`config.mk`:
```
export PLATFORM = sky130hd
export DESIGN_NAME = http_request_header_parser
export DESIGN_NICKNAME = d
export VERILOG_FILES = /design/src/rtl/hrp_pkg.sv /design/src/rtl/hrp_input_stage.sv /design/src/rtl/hrp_parse_core.sv /design/src/rtl/hrp_output_stage.sv /design/src/rtl/http_request_header_parser.sv
export SDC_FILE = /design/constraint.sdc
export NUM_CORES = 1
export LEC_CHECK = 0
export ABC_AREA = 0
export BUFFER_PORTS_ARGS = -buffer_cell sky130_fd_sc_hd__clkbuf_2
export CAP_MARGIN = 40
export CORE_ASPECT_RATIO = 1.2
export CORE_MARGIN = 2
export CORE_UTILIZATION = 25
export DETAILED_ROUTE_END_ITERATION = 10
export GPL_TIMING_DRIVEN = 1
export PLACE_DENSITY_LB_ADDON = 0.15
export SETUP_SLACK_MARGIN = 0.5
export SLEW_MARGIN = 10
export SYNTH_ARGS = -nofsm -noshare
export SYNTH_HDL_FRONTEND = slang
export SYNTH_SLANG_ARGS = --single-unit
```
`constraint.sdc`:
```
create_clock -name clk -period 2 [get_ports clk]
set_input_delay 0.4 -clock clk [delete_from_list [all_inputs] [get_ports clk]]
set_output_delay 0.4 -clock clk [all_outputs]
set_load 0.005 [all_outputs]
```
`src/rtl/hrp_pkg.sv`:
```
`default_nettype none

package hrp_pkg;

    // Characters that end fields.
    localparam logic [7:0] CH_SPACE = 8'h20;
    localparam logic [7:0] CH_CR    = 8'h0D;
    localparam logic [7:0] CH_LF    = 8'h0A;

    // Saturation value of the header line counter.
    localparam logic [7:0] COUNT_MAX = 8'hFF;

    // Parser phases, one-hot.
    typedef enum logic [6:0] {
        PH_METHOD  = 7'b0000001,
        PH_URL     = 7'b0000010,
        PH_VERSION = 7'b0000100,
        PH_SKIP    = 7'b0001000,
        PH_HEADER  = 7'b0010000,
        PH_FINAL   = 7'b0100000,
        PH_ERROR   = 7'b1000000
    } phase_t;

    // Byte classification tags.
    typedef enum logic [2:0] {
        TAG_METHOD  = 3'd0,
        TAG_URL     = 3'd1,
        TAG_VERSION = 3'd2,
        TAG_HEADER  = 3'd3,
        TAG_DELIM   = 3'd4,
        TAG_IGNORED = 3'd5
    } tag_t;

    // Request verdict codes.
    typedef enum logic [1:0] {
        VERDICT_PENDING = 2'd0,
        VERDICT_ACCEPT  = 2'd1,
        VERDICT_REJECT  = 2'd2
    } verdict_t;

    // One input byte with its end-of-message flag.
    typedef struct packed {
        logic [7:0] data_byte;
        logic       last_byte;
    } item_t;

    // One classified byte.
    typedef struct packed {
        tag_t       field_tag;
        logic [7:0] header_index;
        verdict_t   verdict;
    } result_t;

endpackage

`default_nettype wire

```
`src/rtl/hrp_input_stage.sv`:
```
`default_nettype none

module hrp_input_stage (
    input  wire logic           clk,
    input  wire logic           rst_n,
    input  wire logic           in_valid,
    output logic                in_ready,
    input  wire hrp_pkg::item_t in_item,
    input  wire logic           advance,
    output logic                stage_valid,
    output hrp_pkg::item_t      stage_item
);
    import hrp_pkg::*;

    logic  valid_reg;
    logic  valid_next;
    item_t item_reg;

    // The register takes a new byte when empty or when its byte moves on.
    assign in_ready = !valid_reg || advance;

    always_comb
    begin
        valid_next = valid_reg;
        if (in_ready)
        begin
            valid_next = in_valid;
        end
    end

    always_ff @(posedge clk or negedge rst_n)
    begin
        if (!rst_n)
        begin
            valid_reg <= 1'b0;
        end
        else
        begin
            valid_reg <= valid_next;
        end
    end

    // Payload needs no reset.
    always_ff @(posedge clk)
    begin
        if (in_ready && in_valid)
        begin
            item_reg <= in_item;
        end
    end

    assign stage_valid = valid_reg;
    assign stage_item  = item_reg;

endmodule

`default_nettype wire

```
`src/rtl/hrp_parse_core.sv`:
```
`default_nettype none

module hrp_parse_core (
    input  wire logic           clk,
    input  wire logic           rst_n,
    input  wire logic           advance,
    input  wire hrp_pkg::item_t item,
    output hrp_pkg::result_t    result
);
    import hrp_pkg::*;

    phase_t     phase_reg;
    phase_t     phase_next;
    logic       nonempty_reg;
    logic       nonempty_next;
    logic [7:0] count_reg;
    logic [7:0] count_next;
    tag_t       tag;
    logic       accept;

    // Classify the byte and work out the next parser state.
    always_comb
    begin
        phase_next    = phase_reg;
        nonempty_next = nonempty_reg;
        count_next    = count_reg;
        tag           = TAG_IGNORED;
        accept        = 1'b0;

        case (phase_reg)
            PH_METHOD, PH_URL:
            begin
                if (item.data_byte == CH_SPACE)
                begin
                    tag = TAG_DELIM;
                    if (nonempty_reg)
                    begin
                        phase_next    = (phase_reg == PH_METHOD) ? PH_URL : PH_VERSION;
                        nonempty_next = 1'b0;
                    end
                    else
                    begin
                        phase_next = PH_ERROR;
                    end
                end
                else
                begin
                    tag           = (phase_reg == PH_METHOD) ? TAG_METHOD : TAG_URL;
                    nonempty_next = 1'b1;
                end
            end
            PH_VERSION:
            begin
                if (item.data_byte == CH_CR)
                begin
                    tag           = TAG_DELIM;
                    phase_next    = nonempty_reg ? PH_SKIP : PH_ERROR;
                    nonempty_next = 1'b0;
                end
                else
                begin
                    tag           = TAG_VERSION;
                    nonempty_next = 1'b1;
                end
            end
            PH_SKIP:
            begin
                // The byte after a carriage return is passed over unchecked.
                tag           = TAG_DELIM;
                phase_next    = PH_HEADER;
                nonempty_next = 1'b0;
            end
            PH_HEADER:
            begin
                if (item.data_byte == CH_CR)
                begin
                    tag = TAG_DELIM;
                    if (nonempty_reg)
                    begin
                        if (count_reg != COUNT_MAX)
                        begin
                            count_next = count_reg + 8'd1;
                        end
                        phase_next = PH_SKIP;
                    end
                    else
                    begin
                        // An empty line closes the header.
                        phase_next = PH_FINAL;
                    end
                    nonempty_next = 1'b0;
                end
                else
                begin
                    tag           = TAG_HEADER;
                    nonempty_next = 1'b1;
                end
            end
            PH_FINAL:
            begin
                tag = TAG_DELIM;
                if (item.last_byte && (item.data_byte == CH_LF))
                begin
                    accept = 1'b1;
                end
                else
                begin
                    phase_next = PH_ERROR;
                end
            end
            default:
            begin
                tag        = TAG_IGNORED;
                phase_next = PH_ERROR;
            end
        endcase

        result.field_tag    = tag;
        result.header_index = count_next;
        result.verdict      = VERDICT_PENDING;

        // The final byte gives the verdict and restarts the parser.
        if (item.last_byte)
        begin
            result.verdict = accept ? VERDICT_ACCEPT : VERDICT_REJECT;
            phase_next     = PH_METHOD;
            nonempty_next  = 1'b0;
            count_next     = 8'd0;
        end
    end

    always_ff @(posedge clk or negedge rst_n)
    begin
        if (!rst_n)
        begin
            phase_reg    <= PH_METHOD;
            nonempty_reg <= 1'b0;
            count_reg    <= 8'd0;
        end
        else if (advance)
        begin
            phase_reg    <= phase_next;
            nonempty_reg <= nonempty_next;
            count_reg    <= count_next;
        end
    end

endmodule

`default_nettype wire

```
`src/rtl/hrp_output_stage.sv`:
```
`default_nettype none

module hrp_output_stage (
    input  wire logic             clk,
    input  wire logic             rst_n,
    input  wire logic             load,
    input  wire hrp_pkg::result_t result,
    output logic                  out_space,
    output logic                  out_valid,
    input  wire logic             out_ready,
    output hrp_pkg::result_t      out_result
);
    import hrp_pkg::*;

    logic    valid_reg;
    logic    valid_next;
    result_t result_reg;

    // Room for a new result when empty or when the held one is taken now.
    assign out_space = !valid_reg || out_ready;

    always_comb
    begin
        valid_next = valid_reg;
        if (out_space)
        begin
            valid_next = load;
        end
    end

    always_ff @(posedge clk or negedge rst_n)
    begin
        if (!rst_n)
        begin
            valid_reg <= 1'b0;
        end
        else
        begin
            valid_reg <= valid_next;
        end
    end

    always_ff @(posedge clk)
    begin
        if (load)
        begin
            result_reg <= result;
        end
    end

    assign out_valid  = valid_reg;
    assign out_result = result_reg;

endmodule

`default_nettype wire

```
`src/rtl/http_request_header_parser.sv`:
```
// HTTP request header parser.
// Input channel: in_valid/in_ready with data_byte and last_byte; one byte
// of the request per transfer, last_byte high on the final byte.
// Output channel: out_valid/out_ready with field_tag, header_index and
// verdict; exactly one result transfer for every input transfer, in order.
// An input transfer is held in the input register; the byte is then
// classified and the parser state is updated as it moves into the
// result register, from which the earliest result transfer is made.
// Throughput is one byte per cycle while the receiver does not stall,
// as the phase, field and header count registers update for every byte.
// When the receiver stalls, the result register holds its transfer and
// the input register can still take one more byte; in_ready falls once
// both are full.
// Reset clears both valid flags and puts the parser in the method phase
// with a zero header count. The parser also restarts after every final
// byte, whose result carries the accept or reject verdict.
`default_nettype none

module http_request_header_parser (
    input  wire logic       clk,
    input  wire logic       rst_n,
    input  wire logic       in_valid,
    output logic            in_ready,
    input  wire logic [7:0] data_byte,
    input  wire logic       last_byte,
    output logic            out_valid,
    input  wire logic       out_ready,
    output logic [2:0]      field_tag,
    output logic [7:0]      header_index,
    output logic [1:0]      verdict
);
    import hrp_pkg::*;

    item_t   in_item;
    item_t   stage_item;
    logic    stage_valid;
    logic    out_space;
    logic    advance;
    result_t core_result;
    result_t out_result;

    assign in_item.data_byte = data_byte;
    assign in_item.last_byte = last_byte;

    // A byte moves on when it is held and the result register has room.
    assign advance = stage_valid && out_space;

    hrp_input_stage u_input_stage (
        .clk         (clk),
        .rst_n       (rst_n),
        .in_valid    (in_valid),
        .in_ready    (in_ready),
        .in_item     (in_item),
        .advance     (advance),
        .stage_valid (stage_valid),
        .stage_item  (stage_item)
    );

    hrp_parse_core u_parse_core (
        .clk     (clk),
        .rst_n   (rst_n),
        .advance (advance),
        .item    (stage_item),
        .result  (core_result)
    );

    hrp_output_stage u_output_stage (
        .clk        (clk),
        .rst_n      (rst_n),
        .load       (advance),
        .result     (core_result),
        .out_space  (out_space),
        .out_valid  (out_valid),
        .out_ready  (out_ready),
        .out_result (out_result)
    );

    assign field_tag    = out_result.field_tag;
    assign header_index = out_result.header_index;
    assign verdict      = out_result.verdict;

endmodule

`default_nettype wire

```
==> impl_metrics.csv <==
group,metric,value,unit
drt,wirelength,5560,um
setup_path,cpPeakStageDelay,430,ps
sta,setup_viol,0,
placement,dp_hpwl,3790,um
sta,fmax,508,MHz
setup_path,crit_path_cell_trace,"nor4_4 > nand4_4 > buf_4 > buf_6 > nor4_4 > buf_4 > a21oi_1 > a221oi_1",
global_route,grt_pass1_wl,8690,um
setup_path,crit_required,2200,ps
finish,antennaDiodeCount,0,
finish,fin_util,36.5,%
setup_path,crit_type,"reg2reg",
drt,firstDrtPassIters,4,
finish,area_growth,42.6,%
power_and_ir_drop,power.density,932,nW/um^2
clock_tree,clockBufferDepth,2,
finish,layout_commonest_cell,"buf_4",
setup_path,crit_buf_inv,3,
finish,largest_reg_flops,13,
clock_tree,cts_tree,"yes",
clock_tree,cts-root-buf,"clkbuf_8",
global_route,grt_max_degree,19,
yosys,yosysSeqAreaShare,53.6,%
yosys,synth-simple-area-share,23.9,%
sta,rsz0062_at_grt,"true",
floorplanning,start_util,25.6,%
setup_path,r2r_cells,8,
drt,topRoutingLayerUsed,"met4",
global_route,track_usage,12.3,%
sta,finClkSkew,5.66,ps
setup_path,regToRegStartpoint,"u_input_stage.stage_item[7]",
drt,antenna_left,0,
floorplanning,die_y,104,um
yosys,syn_area,2070,um^2
drt,wl_met2,3000,um
yosys,synth-main-ff-cell,"edfxtp_1",
finish,nets,278,
power_and_ir_drop,p_leak,1.22,nW
yosys,synth_xor_area_share,2.96,%
yosys,synth-compound-area-share,13.3,%
job,max_cap_viol_count,0,
global_route,overflow,0,
global_route,grt_pass1_vias,1743,
clock_tree,insertion_delay,290,ps
placement,port_buffers,27,
finish,fin_area,2960,um^2
yosys,ys_ff_latch,40,
floorplanning,core,8110,um^2
yosys,synth_edf_count,22,
floorplanning,die-area,9050,um^2
floorplanning,rows,36,
yosys,yosys_warnings,0,
setup_path,cp_data_arrival_time,2170,ps
yosys,avgSynthCellArea,10.7,um^2
drt,viasPerCell,4.85,
yosys,synthesis.nets,207,
global_route,antenna_found_initial,0,
yosys,synthAdderAreaFrac,0.603,%
clock_tree,clk_pin_slew,80,ps
drt,dr_wl_met3,147,um
clock_tree,tritoncts_num_sinks,40,
yosys,synth_top_family_by_area,"simple AND/OR/NAND/NOR gates",
sta,slew-limit-headroom,65.3,%
setup_path,end_kind,"flop",
sta,period_minus_slack,1970,ps
drt,drc,0,
drt,wl_met1,2360,um
drt,vias,1745,
power_and_ir_drop,totalPowerFinal,0.00276,W
drt,initialDrtViolationCount,42,
yosys,synth.mux.area_fraction,1.99,%
placement,gp_congestion,0.824,
sta,layout_setup_ws,30.8,ps
clock_tree,holdBufCountCts,0,
placement,place_inst,334,
floorplanning,io_pins,28,
drt,wire_per_inst,15.4,um
finish,drive_above_1_share,44.2,%
worst_hold_path,hp-class,"in2async",
clock_tree,h-tree-depth,2,
finish,fin_cells,360,
setup_path,r2r_slack,30,ps
setup_path,cp_top_family,"simple AND/OR/NAND/NOR gates",
setup_path,crit_fanout,8,
sta,tightest_slew,521,ps
yosys,yosys.cell_types.count,47,
placement,post_dp_cell_area,2580,um^2
finish,final_cell_mix,"buf_4 (38), clkbuf_2 (27), edfxtp_1 (22)",
setup_path,crit_path_top_delay_cell,"edfxtp_1",
power_and_ir_drop,peakVddDrop,0.000361,V
yosys,async_flop_share,45.0,%
sta,hold_viol,0,
sta,timing.final.crit_share,98.5,%
floorplanning,die_x,87.2,um
yosys,synthCells,193,
setup_path,crit_path_start_kind,"flop",
status,outcome,"completed",
clock_tree,numCtsBuffers,5,
sta,drv_slew,0,
setup_path,worstReg2RegEnd,"u_parse_core.count_reg[6]",
placement,dpl_worst_slack,8.35,ps
cells in the mapped netlist (2+ instances only):
library cell | number | area, um^2
a21o_1 | 2 | 15.0
nor3_1 | 6 | 30.0
nand2_1 | 19 | 71.3
buf_2 | 3 | 15.0
nor4_1 | 3 | 18.8
dfrtp_1 | 17 | 425
nand4_1 | 2 | 12.5
and3_1 | 4 | 25.0
a41oi_1 | 2 | 17.5
nor4_4 | 3 | 63.8
mux2i_1 | 3 | 30.0
xor2_1 | 3 | 26.3
xnor2_1 | 4 | 35.0
nor2_1 | 10 | 37.5
nor2b_1 | 2 | 12.5
edfxtp_1 | 22 | 661
inv_1 | 10 | 37.5
or4_1 | 4 | 30.0
clkbuf_1 | 6 | 22.5
and2_1 | 6 | 37.5
o21ai_0 | 14 | 70.1
a21oi_1 | 7 | 35.0
a31oi_1 | 4 | 25.0
a32o_1 | 2 | 20.0
nand2b_1 | 6 | 37.5
nand3_1 | 8 | 40.0
area by class of cell:
type / instances / area, um^2
Multi-Input combinational cell: 134 / 1070
Timing Repair Buffer: 73 / 510
Sequential cell: 40 / 1110
Fill cell: 816 / 5150
Inverter: 10 / 37.5
Tap cell: 95 / 119
Clock buffer: 5 / 68.8
Clock inverter: 3 / 37.5
metal layers:
| layer | vias up | GRT usage [%] |
|---|---|---|
| met2 | 28 | 21.2 |
| met4 | 0 | 3.63 |
| met5 | - | 0 |
| met1 | 850 | 15.2 |
| met3 | 6 | 2.39 |
| li1 | 861 | - |
where the power goes:
group | internal (W) | switching [W] | total [W]
sequential | 0.00100 | 0.000112 | 0.00111
combinational | 0.000501 | 0.000487 | 0.000987
clock | 0.000364 | 0.000294 | 0.000658
total | 0.00186 | 0.000893 | 0.00276
repair_timing:
action,4_1_cts,5_1_grt
cloned,0,0
endpoints found under the setup margin,29,30
buffers inserted,8,10
resized for setup,12,21
pin swaps,11,12
kinds of logic after synthesis:
logic type,after synthesis
compound gates,42
xor+xnor,7
fa+ha+maj,1
buf+inv,19
flops,40
mux,4
simple gates,80
worst max path at each step:
stage | start | end | cells after the start
2_1_floorplan | u_parse_core.phase_reg[1] | u_output_stage.out_result[7] | 5
3_3_place_gp | u_input_stage.stage_item[7] | u_parse_core.count_reg[6] | 6
3_5_place_dp | u_input_stage.stage_item[7] | u_output_stage.out_result[7] | 5
4_1_cts | u_input_stage.stage_item[2] | u_parse_core.phase_reg[1] | 5
5_1_grt | u_input_stage.stage_item[7] | u_parse_core.count_reg[6] | 8
6_report | u_input_stage.stage_item[7] | u_parse_core.count_reg[6] | 8
through the flow:
stage | hold WS [ps] | setup TNS, ps
after global routing | 106 | -207
after floorplan | 104 | 0
after global placement | 404 | 0
after detailed placement | 404 | 0
final | 63.5 | 0
after CTS | 85.2 | 0
(Power assumes the default switching activity.)
